## config.mk

```make
export PLATFORM = sky130hd
export DESIGN_NAME = serial_motor_command_parser
export DESIGN_NICKNAME = d
export VERILOG_FILES = /design/src/smcp_pkg.sv /design/src/smcp_scan.sv /design/src/serial_motor_command_parser.sv
export SDC_FILE = /design/constraint.sdc
export NUM_CORES = 1
export LEC_CHECK = 0
export ABC_AREA = 1
export ABC_CLOCK_PERIOD_IN_PS = 5200
export BUFFER_PORTS_ARGS = -buffer_cell sky130_fd_sc_hd__buf_4
export CAP_MARGIN = 20
export CORE_ASPECT_RATIO = 1.1
export CORE_MARGIN = 5
export CORE_UTILIZATION = 30
export DETAILED_ROUTE_END_ITERATION = 10
export SYNTH_ARGS = -nofsm -noshare
export SYNTH_HDL_FRONTEND = slang
export SYNTH_SLANG_ARGS = --single-unit
```

## constraint.sdc

```tcl
create_clock -name clk_i -period 5.2 [get_ports clk_i]
set_input_delay 1.04 -clock clk_i [delete_from_list [all_inputs] [get_ports clk_i]]
set_output_delay 1.04 -clock clk_i [all_outputs]
set_load 0.005 [all_outputs]
```

## src/smcp_pkg.sv

```systemverilog
// Shared types, codes and character constants of the serial motor command parser.
package smcp_pkg;

  typedef enum logic [3:0] {
    MSG_NONE    = 4'd0,
    MSG_MAX     = 4'd1,
    MSG_UP      = 4'd2,
    MSG_MIN     = 4'd3,
    MSG_DOWN    = 4'd4,
    MSG_STOP    = 4'd5,
    MSG_REVERSE = 4'd6,
    MSG_REPORT  = 4'd7,
    MSG_ERROR   = 4'd8,
    MSG_BAUD    = 4'd9
  } msg_e;

  typedef enum logic [1:0] {
    PH_SKIP      = 2'd0,
    PH_DIGITS    = 2'd1,
    PH_DONE_NUM  = 2'd2,
    PH_DONE_NONE = 2'd3
  } phase_e;

  typedef enum logic [1:0] {
    CFG_MAX_SPEED     = 2'd0,
    CFG_MIN_SPEED     = 2'd1,
    CFG_FALLBACK_BAUD = 2'd2,
    CFG_UNUSED        = 2'd3
  } cfg_e;

  // Number scanner state
  typedef struct packed {
    phase_e      phase;
    logic [31:0] acc;
  } scan_t;

  localparam logic [7:0] CH_PLUS  = 8'h2B;
  localparam logic [7:0] CH_MINUS = 8'h2D;
  localparam logic [7:0] CH_STOP  = 8'h73;
  localparam logic [7:0] CH_REV   = 8'h72;
  localparam logic [7:0] CH_REP   = 8'h70;
  localparam logic [7:0] CH_INIT  = 8'h69;
  localparam logic [7:0] CH_CR    = 8'h0D;
  localparam logic [7:0] CH_SPACE = 8'h20;
  localparam logic [7:0] CH_TAB   = 8'h09;
  localparam logic [7:0] CH_FF    = 8'h0C;
  localparam logic [7:0] CH_ZERO  = 8'h30;
  localparam logic [7:0] CH_NINE  = 8'h39;

  localparam int unsigned PREFIX_LEN = 5;

  localparam logic [3:0]  SPEED_RST    = 4'd5;
  localparam logic [3:0]  MAX_SPD_RST  = 4'd10;
  localparam logic [3:0]  MIN_SPD_RST  = 4'd1;
  localparam logic [31:0] BAUD_RST     = 32'd115200;
  localparam logic [31:0] FALLBACK_RST = 32'd9600;
  localparam logic [31:0] ACC_SAT_LIM  = 32'd429496729;

  // Characters of the "BAUD=" prefix
  function automatic logic [7:0] prefix_char(input logic [2:0] idx);
    logic [7:0] c;
    unique case (idx)
      3'd0:    c = 8'h42;
      3'd1:    c = 8'h41;
      3'd2:    c = 8'h55;
      3'd3:    c = 8'h44;
      3'd4:    c = 8'h3D;
      default: c = 8'h00;
    endcase
    return c;
  endfunction

endpackage

```

## src/smcp_scan.sv

```systemverilog
// Decimal number scanner: one byte step of whitespace skip and digit accumulate.
module smcp_scan import smcp_pkg::*; (
  input  scan_t      cur_i,
  input  logic [7:0] byte_i,
  output scan_t      nxt_o
);

  logic        digit;
  logic        blank;
  logic [3:0]  dval;
  logic [31:0] acc_push;
  logic        sat;

  assign digit = (byte_i >= CH_ZERO) && (byte_i <= CH_NINE);
  assign blank = (byte_i == CH_SPACE) || ((byte_i >= CH_TAB) && (byte_i <= CH_FF));
  assign dval  = 4'(byte_i - CH_ZERO);

  // Saturate at all ones; otherwise acc*10 + digit
  assign sat = (cur_i.acc > ACC_SAT_LIM) || ((cur_i.acc == ACC_SAT_LIM) && (dval > 4'd5));
  assign acc_push = sat ? 32'hFFFF_FFFF
                        : (cur_i.acc << 3) + (cur_i.acc << 1) + 32'(dval);

  always_comb begin
    nxt_o = cur_i;
    unique case (cur_i.phase)
      PH_SKIP: begin
        if (digit) begin
          nxt_o.acc   = acc_push;
          nxt_o.phase = PH_DIGITS;
        end else if (!blank) begin
          nxt_o.phase = PH_DONE_NONE;
        end
      end
      PH_DIGITS: begin
        if (digit) begin
          nxt_o.acc = acc_push;
        end else begin
          nxt_o.phase = PH_DONE_NUM;
        end
      end
      default: begin
        nxt_o = cur_i;
      end
    endcase
  end

endmodule

```

## src/serial_motor_command_parser.sv

```systemverilog
// Top level of the serial motor command parser: input stage, command decode, result register.
//
// Usage: each received serial byte enters as one word on the input channel
// (in_valid_i/in_ready_o, rx_byte_i). Every word yields exactly one result word
// on the output channel (out_valid_o/out_ready_i) carrying the message code,
// speed level, direction, baud rate and the baud-changed flag after that byte.
// The configuration channel (cfg_valid_i/cfg_ready_o, cfg_index_i, cfg_data_i)
// writes max_speed (0), min_speed (1) and fallback_baud (2); it is always ready
// and other indexes are dropped. Write it only while no word is in flight.
// Throughput: one word per cycle while out_ready_i does not stall the output;
// the input register feeds one pass of decode and number-scan logic into the
// result register, and the parser state updates in the same cycle the result
// register loads.
// Reset: speed 5, clockwise, baud 115200, prefix matcher idle, registers at
// 10 / 1 / 9600; both channels empty.
// Stall: while out_ready_i is low the result holds, the input register keeps
// one more word, and in_ready_o drops only when both are full.
module serial_motor_command_parser import smcp_pkg::*; #(
  parameter int unsigned BUFFER_BYTES = 20
) (
  input  logic        clk_i,
  input  logic        rst_ni,
  input  logic        in_valid_i,
  output logic        in_ready_o,
  input  logic [7:0]  rx_byte_i,
  output logic        out_valid_o,
  input  logic        out_ready_i,
  output logic [3:0]  message_code_o,
  output logic [3:0]  speed_level_o,
  output logic        direction_o,
  output logic [31:0] baud_rate_o,
  output logic        baud_changed_o,
  input  logic        cfg_valid_i,
  output logic        cfg_ready_o,
  input  logic [1:0]  cfg_index_i,
  input  logic [31:0] cfg_data_i
);

  localparam int unsigned POS_W = ($clog2(BUFFER_BYTES) > 3) ? $clog2(BUFFER_BYTES) : 3;
  localparam logic [POS_W-1:0] POS_LAST = POS_W'(BUFFER_BYTES - 1);
  localparam logic [POS_W-1:0] POS_PFX  = POS_W'(PREFIX_LEN);

  // Configuration
  logic [3:0]  max_speed_q;
  logic [3:0]  min_speed_q;
  logic [31:0] fallback_q;

  // Input stage
  logic       s1_valid_q;
  logic [7:0] s1_byte_q;
  logic       adv;

  // Parser state
  logic [3:0]       speed_q, speed_d;
  logic             dir_q, dir_d;
  logic [31:0]      baud_q, baud_d;
  logic             collecting_q, collecting_d;
  logic [POS_W-1:0] pos_q, pos_d;
  scan_t            scan_q, scan_d, scan_step;
  logic [31:0]      last_q, last_d;
  msg_e             msg_d;
  logic             changed_d;

  // Result register
  logic        out_valid_q;
  msg_e        msg_q;
  logic [3:0]  speed_out_q;
  logic        dir_out_q;
  logic [31:0] baud_out_q;
  logic        changed_q;

  assign cfg_ready_o = 1'b1;
  assign adv         = s1_valid_q && (!out_valid_q || out_ready_i);
  assign in_ready_o  = !s1_valid_q || adv;

  always_ff @(posedge clk_i or negedge rst_ni) begin
    if (!rst_ni) begin
      max_speed_q <= MAX_SPD_RST;
      min_speed_q <= MIN_SPD_RST;
      fallback_q  <= FALLBACK_RST;
    end else if (cfg_valid_i) begin
      unique case (cfg_e'(cfg_index_i))
        CFG_MAX_SPEED:     max_speed_q <= cfg_data_i[3:0];
        CFG_MIN_SPEED:     min_speed_q <= cfg_data_i[3:0];
        CFG_FALLBACK_BAUD: fallback_q  <= cfg_data_i;
        default: ;
      endcase
    end
  end

  always_ff @(posedge clk_i or negedge rst_ni) begin
    if (!rst_ni) begin
      s1_valid_q <= 1'b0;
    end else if (in_ready_o) begin
      s1_valid_q <= in_valid_i;
    end
  end

  always_ff @(posedge clk_i) begin
    if (in_ready_o && in_valid_i) begin
      s1_byte_q <= rx_byte_i;
    end
  end

  smcp_scan u_scan (
    .cur_i  (scan_q),
    .byte_i (s1_byte_q),
    .nxt_o  (scan_step)
  );

  always_comb begin
    speed_d      = speed_q;
    dir_d        = dir_q;
    baud_d       = baud_q;
    collecting_d = collecting_q;
    pos_d        = pos_q;
    scan_d       = scan_q;
    last_d       = last_q;
    msg_d        = MSG_NONE;
    changed_d    = 1'b0;
    unique case (s1_byte_q)
      CH_PLUS: begin
        if (speed_q >= max_speed_q) begin
          msg_d = MSG_MAX;
        end else begin
          speed_d = speed_q + 4'd1;
          msg_d   = MSG_UP;
        end
      end
      CH_MINUS: begin
        if ((speed_q <= min_speed_q) || (speed_q == 4'd0)) begin
          msg_d = MSG_MIN;
        end else begin
          speed_d = speed_q - 4'd1;
          msg_d   = MSG_DOWN;
        end
      end
      CH_STOP: begin
        speed_d = 4'd0;
        msg_d   = MSG_STOP;
      end
      CH_REV: begin
        dir_d = !dir_q;
        msg_d = MSG_REVERSE;
      end
      CH_REP: begin
        msg_d = MSG_REPORT;
      end
      CH_INIT: begin
        baud_d    = fallback_q;
        changed_d = 1'b1;
      end
      default: begin
        if (!collecting_q) begin
          if ((pos_q < POS_PFX) && (s1_byte_q == prefix_char(pos_q[2:0]))) begin
            if (pos_q + POS_W'(1) == POS_PFX) begin
              pos_d        = '0;
              collecting_d = 1'b1;
            end else begin
              pos_d = pos_q + POS_W'(1);
            end
          end else begin
            pos_d = '0;
            msg_d = MSG_ERROR;
          end
        end else if (s1_byte_q != CH_CR) begin
          // Drop bytes once the buffer is full
          if (pos_q < POS_LAST) begin
            pos_d  = pos_q + POS_W'(1);
            scan_d = scan_step;
          end
        end else begin
          if ((scan_q.phase == PH_DIGITS) || (scan_q.phase == PH_DONE_NUM)) begin
            last_d = scan_q.acc;
            baud_d = scan_q.acc;
          end else begin
            baud_d = last_q;
          end
          changed_d    = 1'b1;
          msg_d        = MSG_BAUD;
          collecting_d = 1'b0;
          pos_d        = '0;
          scan_d.phase = PH_SKIP;
          scan_d.acc   = '0;
        end
      end
    endcase
  end

  always_ff @(posedge clk_i or negedge rst_ni) begin
    if (!rst_ni) begin
      speed_q      <= SPEED_RST;
      dir_q        <= 1'b1;
      baud_q       <= BAUD_RST;
      collecting_q <= 1'b0;
      pos_q        <= '0;
      scan_q.phase <= PH_SKIP;
      scan_q.acc   <= '0;
      last_q       <= '0;
    end else if (adv) begin
      speed_q      <= speed_d;
      dir_q        <= dir_d;
      baud_q       <= baud_d;
      collecting_q <= collecting_d;
      pos_q        <= pos_d;
      scan_q       <= scan_d;
      last_q       <= last_d;
    end
  end

  always_ff @(posedge clk_i or negedge rst_ni) begin
    if (!rst_ni) begin
      out_valid_q <= 1'b0;
    end else if (!out_valid_q || out_ready_i) begin
      out_valid_q <= s1_valid_q;
    end
  end

  always_ff @(posedge clk_i) begin
    if (adv) begin
      msg_q       <= msg_d;
      speed_out_q <= speed_d;
      dir_out_q   <= dir_d;
      baud_out_q  <= baud_d;
      changed_q   <= changed_d;
    end
  end

  assign out_valid_o    = out_valid_q;
  assign message_code_o = msg_q;
  assign speed_level_o  = speed_out_q;
  assign direction_o    = dir_out_q;
  assign baud_rate_o    = baud_out_q;
  assign baud_changed_o = changed_q;

`ifndef SYNTHESIS
  a_pos_range: assert property (@(posedge clk_i) disable iff (!rst_ni)
    (collecting_q ? (pos_q <= POS_LAST) : (pos_q < POS_PFX)))
    else $error("parser position out of range");

  a_state_hold: assert property (@(posedge clk_i) disable iff (!rst_ni)
    !adv |=> $stable(speed_q) && $stable(baud_q) && $stable(pos_q) && $stable(scan_q))
    else $error("parser state moved without a word");

  a_cr_clears: assert property (@(posedge clk_i) disable iff (!rst_ni)
    adv && collecting_q && (s1_byte_q == CH_CR)
    |=> !collecting_q && (scan_q.phase == PH_SKIP) && (scan_q.acc == 32'd0)
        && out_valid_o && (message_code_o == MSG_BAUD) && baud_changed_o)
    else $error("carriage return did not close the baud command");

  a_in_stall: assert property (@(posedge clk_i) disable iff (!rst_ni)
    !in_ready_o |-> s1_valid_q && out_valid_q && !out_ready_i)
    else $error("input stalled without a full pipeline");
`endif

endmodule
```

Word level (Yosys, flattened, before mapping)
Index checks and enable logic that the tools add are counted.
{"block": "totals", "ff_bits": 201, "latchBits": 0, "ram_bits": 0, "mem_bits_ro": 0, "inputBits": 47, "memories": 0}
{"block": "op_classes", "addsub": 6, "n_mul": 0, "div_mod_pow": 0, "magnitude_cmp": 10, "eq_ne": 24, "n_shift": 0, "n_mux": 37, "bitwise": 2, "reduce_logical": 29}
{"operator": "2-to-1 mux 32 bit", "n": 5}
{"operator": "2-to-1 mux 34 bit", "n": 2}
{"operator": "one-hot mux 34 bit (2 select lines)", "n": 1}
{"operator": "one-hot mux 32 bit (2 select lines)", "n": 1}
{"operator": "one-hot mux 7 bit (5 select lines)", "n": 1}
{"operator": "adder 32 bit", "n": 1}
{"operator": "adder 32 x 4 -> 32 bit", "n": 1}
{"operator": "equality test 32 x 29 -> 1 bit (second input constant)", "n": 1}
{"operator": "equality test 8 x 7 -> 1 bit (second input constant)", "n": 4}
{"operator": "> comparator 32 x 29 -> 1 bit (second input constant)", "n": 1}
{"operator": "2-to-1 mux 5 bit", "n": 5}
{"operator": "equality test 8 x 6 -> 1 bit (second input constant)", "n": 3}
{"operator": "one-hot mux 4 bit (6 select lines)", "n": 1}
{"operator": "2-to-1 mux 4 bit", "n": 5}
{"operator": "2-to-1 mux 8 bit", "n": 2}
{"operator": "one-hot mux 4 bit (3 select lines)", "n": 1}
{"operator": "equality test 8 bit", "n": 1}
{"operator": "greater-or-equal comparator 8 x 4 -> 1 bit (second input constant)", "n": 1}
{"operator": "greater-or-equal comparator 8 x 6 -> 1 bit (second input constant)", "n": 1}
{"operator": "less-or-equal comparator 8 x 4 -> 1 bit (second input constant)", "n": 1}
{"operator": "less-or-equal comparator 8 x 6 -> 1 bit (second input constant)", "n": 1}
{"operator": "2-to-1 mux 2 bit", "n": 4}
{"operator": "!= test 8 x 4 -> 1 bit (second input constant)", "n": 1}
{"operator": "AND reduction 2 bit", "n": 4}
{"operator": "other kinds (35)", "n": 59}

Logic depth before layout (Yosys ltp)
{"block": "depth", "word_depth": 9, "ltp_mapped": 17, "ltp_nobuf": 16}

Modules after synthesis
Synthesis repeated with hierarchy kept, for this count alone.
{"block": "unflattened", "hier_cells": 1769, "hier_area_um2": 12907.4}
{"module": "serial_motor_command_parser", "n_inst": 1, "cells_each": 1107, "area_per_inst_um2": 9594.2, "seq_area_each_um2": 5297.6}
{"module": "smcp_scan", "n_inst": 1, "cells_each": 662, "area_per_inst_um2": 3313.2, "seq_area_each_um2": 0.0}

Worst setup path after synthesis
No wires, ideal clock.
{"block": "synth_path", "kind": "input-to-reg", "startpoint": "in out_ready_i", "endpoint": "reg changed_q (netlist: baud_changed_o) (enable)", "t_arrival_ns": 3.010, "setup_slack_ns": 1.768, "stages": 6, "path_buffers": 2, "path_cell_list": "inv_1 -> nand2_1 -> nand2_1 -> inv_1 -> clkbuf_1 -> clkbuf_1"}
{"block": "synth_between", "elab_chain_len": 2}
{"item": "start, declared", "line_no": "serial_motor_command_parser.sv:27", "text": "input logic out_ready_i,"}
{"item": "logical OR 1 bit", "line_no": "serial_motor_command_parser.sv:73", "text": "assign adv = s1_valid_q && (!out_valid_q || out_ready_i);"}
{"item": "logical AND 1 bit", "line_no": "serial_motor_command_parser.sv:73"}
{"item": "net adv", "line_no": "serial_motor_command_parser.sv:51", "text": "logic adv;"}
{"item": "end signal, assigned", "line_no": "serial_motor_command_parser.sv:225", "text": "changed_q <= changed_d;"}
{"item": "end, declared", "line_no": "serial_motor_command_parser.sv:70", "text": "logic changed_q;"}
The timed path passes the listed nets, and every way through them passes these cells.
A chain may end at the register's enable or synchronous reset.

Final worst setup path
{"block": "layout_path", "startpoint": "reg s1_byte_q[3]", "endpoint": "reg scan_q[28] (netlist bit)"}
{"block": "layout_between", "elab_chain_len": 9, "elab_cells_between_ends": 25, "cone_classes": "2 x add/sub; 3 x order compare; 9 x eq/ne; 5 x mux; 1 x bitwise; 5 x reduce/logical"}
{"item": "start, declared", "line_no": "serial_motor_command_parser.sv:50", "text": "logic [7:0] s1_byte_q;"}
{"item": "start signal, assigned", "line_no": "serial_motor_command_parser.sv:101", "text": "s1_byte_q <= rx_byte_i;"}
{"item": "branches (longest 9 deep; another with adder 32 x 4 -> 32 bit)"}
{"item": "end signal, assigned", "line_no": "serial_motor_command_parser.sv:206", "text": "scan_q <= scan_d;"}
{"item": "end, declared", "line_no": "serial_motor_command_parser.sv:59", "text": "scan_t scan_q, scan_d, scan_step;"}
Parallel ways; which one is timed is not known. The select of a mux whose other input is x is not followed.

==> flow_summary.ini <==
[outcome]
outcome = complete, no violations

[cells_and_area]
nets = 1921
utilization = 0.352
final-instance-count-excl-fill = 2373
area_growth_pct = 15.6
final_common_cell = nand2_1
layout_common_cells = 754 x nand2_1, 212 x inv_1, 137 x dfrtp_1, 107 x nand3_1, 97 x o21ai_0
post_route_cells_drive_above_1_share = 0.107
n_antenna_cell = 0

[floorplan]
die_w_um = 205
die_y_um = 225
initial_utilization = 0.304
ios = 92
fp-row-count = 78
core_area_mm2 = 0.0414
die-area_mm2 = 0.0462

[routing]
top_layer = met4
met1Wirelength_um = 15100
drc = 0
dr.first_iter.drc_count = 762
drtPass1Iterations = 5
postRouteWirelength_um = 33000
avgViaCountPerCell = 4.62
ant_nets = 0
wl_per_cell_um = 13.9
vias = 11000
met3WireLength_um = 1200
wl_met2_um = 16100

[placement]
pre_cts_ws_ps = 1510
io_buffers = 90
hpwl_um = 24900
place_inst = 2334
gp_congestion = 0.916

[clocking]
clk_latency_ps = 510
clk_pin_slew_ps = 60
cts_tree = yes
clkSinkCount = 201
cts_root_buffer = clkbuf_16
cts_setup_buffers = 0
cts_buffers = 22
hold_buffers = 0
htree_levels = 1
post_cts_resized = 0
clk_path_buf_depth = 3

[timing]
tns_ps = 0
tightest_slew_ps = 908
rsz0062_at_grt = false
fin_crit_sh = 0.704
slew-limit-headroom = 0.394
finalCriticalPeriod_ps = 3660
setup_violations = 0
final_hold_viol_count = 0
setup_ws_ps = 1540
max_freq_ghz = 0.273
fin_skew_ps = 15.1
slew_viol_final = 0

[synthesis]
synth-edff-count = 50
syn_nets = 1850
syn_area_mm2 = 0.0126
synth_cell_types = 39
synth.avg_cell_area_um2 = 7.29
synthFlopType = dfrtp_1
synth-seq-cells = 201
ys_warn_count = 0
synth-seq-area-share = 0.421
synth_cells = 1727
async_flop_share = 0.751

[global_route]
grt_usage = 0.141
antenna_found_initial = 0
grt_pass1_wl_um = 54300
grt_overflow = 0
grt_max_degree = 84
grt_pass1_vias = 10700

[setup_path]
crit_arrival_ps = 4110
crit_type = flip-flop to flip-flop
end_kind = flip-flop
worstPathRequired_ps = 5640
critPathLaunchType = flip-flop
critPathMaxFanout = 35

[flow_run]
maxCapViolations = 0

[power]
power_density_mw_per_mm2 = 301
p_leak_nw = 7.53
irDropWorstVdd_mv = 0.173

[worst_hold_path]
hp-class = flip-flop to flip-flop
[area by class of cell]
| type | count | area [µm²] |
|---|---|---|
| clock inverters | 6 | 88.8 |
| well taps | 560 | 701 |
| flip-flops and latches | 201 | 5300 |
| multi-input cells | 1255 | 6210 |
| repair buffers | 99 | 787 |
| clock buffers | 33 | 654 |
| fillers | 4407 | 26800 |
| inverters | 219 | 825 |
[Yosys cell counts (2+ instances only)]
cell / number / area (µm²)
buf_2: 10 / 50.1
o211ai_1: 2 / 15.0
o21bai_1: 3 / 22.5
nand4_1: 16 / 100
nand2_2: 2 / 12.5
buf_1: 4 / 15.0
nor3_1: 9 / 45.0
dfstp_2: 14 / 368
nand2_1: 754 / 2830
a21oi_1: 23 / 115
buf_4: 12 / 90.1
ha_1: 74 / 926
and2_1: 4 / 25.0
fa_1: 2 / 40.0
nor2_4: 3 / 33.8
buf_6: 3 / 33.8
dfrtp_1: 137 / 3430
nor2_2: 5 / 31.3
xor2_1: 10 / 87.6
edfxtp_1: 50 / 1500
nor2_1: 76 / 285
o21ai_1: 13 / 65.1
clkbuf_1: 23 / 86.3
xnor2_1: 12 / 105
inv_1: 213 / 800
o21ai_0: 97 / 485
inv_2: 6 / 22.5
nand3b_1: 5 / 37.5
nand3_1: 108 / 541
mux2_2: 28 / 315
[cell families (layout without fill, tap and decap cells)]
group	Yosys count	in the layout	synth area share
mux	28	28	0.0250
xor+xnor	22	22	0.0153
compound gates	141	141	0.0575
flops	201	201	0.421
other cells	1	1	0.000298
fa+ha+maj	76	76	0.0767
simple gates	987	987	0.317
buf+inv	271	357	0.0871
[critical path, stage by stage (launching register included)]
cell      delay (ps)
edfxtp_1         510
inv_2            120
nor2_1            70
nand2_2          110
nor2_2            40
buf_4            230
nor2_1           130
nand2_1           90
nor2_4           670
nand4_4          630
nor2_4           740
nand2_1          140
nand2_1           90
[metrics by stage]
stage | total power, W | hold slack (ps) | instance area, µm²
finish | 0.00438 | 469 | 14600
global route | 0.00463 | 490 | 14600
detailed placement | 0.00281 | 459 | 13800
floorplan | 0.00250 | 442 | 12600
CTS | 0.00443 | 474 | 14600
global placement | 0.00278 | 454 | 13800
[per-layer routing]
| layer | vias up | global-route usage |
|---|---|---|
| met5 | - | 0 |
| met4 | 0 | 0.0374 |
| met3 | 43 | 0.0107 |
| met2 | 190 | 0.243 |
| met1 | 5144 | 0.191 |
| li1 | 5586 | - |
[flip-flops by register name (all words and copies together), names as in the netlist]
register / flops
s1_valid_q: 1
message_code_o: 4
s1_byte_q: 8
out_valid_o: 1
dir_q: 1
direction_o: 1
min_speed_q: 4
fallback_q: 32
speed_q: 4
speed_level_o: 4
collecting_q: 1
pos_q: 5
scan_q: 34
baud_changed_o: 1
max_speed_q: 4
baud_rate_o: 32
last_q: 32
baud_q: 32
[power by group]
part	internal [W]	total, W	switching [W]
clock	0.000971	0.00160	0.000634
combinational	0.000319	0.000746	0.000427
sequential	0.00190	0.00203	0.000130
total	0.00319	0.00438	0.00119
[final timing paths]
path / startpoint / end / slack [ps] / cells after the start
max: s1_byte_q[3]$_DFFE_PP_ / scan_q[28]$_DFFE_PN0P_ / 1540 / 12
min: last_q[24]$_DFFE_PN0P_ / last_q[24]$_DFFE_PN0P_ / 470 / 2
max reg2reg: s1_byte_q[3]$_DFFE_PP_ / scan_q[28]$_DFFE_PN0P_ / 1540 / 12
min reg2reg: last_q[24]$_DFFE_PN0P_ / last_q[24]$_DFFE_PN0P_ / 470 / 2
max in group asynchronous: rst_ni / fallback_q[17]$_DFFE_PN0P_ / 3620 / 2
min in group asynchronous: rst_ni / fallback_q[26]$_DFFE_PN0P_ / 530 / 1
Note: power is estimated with default switching activity, not from simulation.
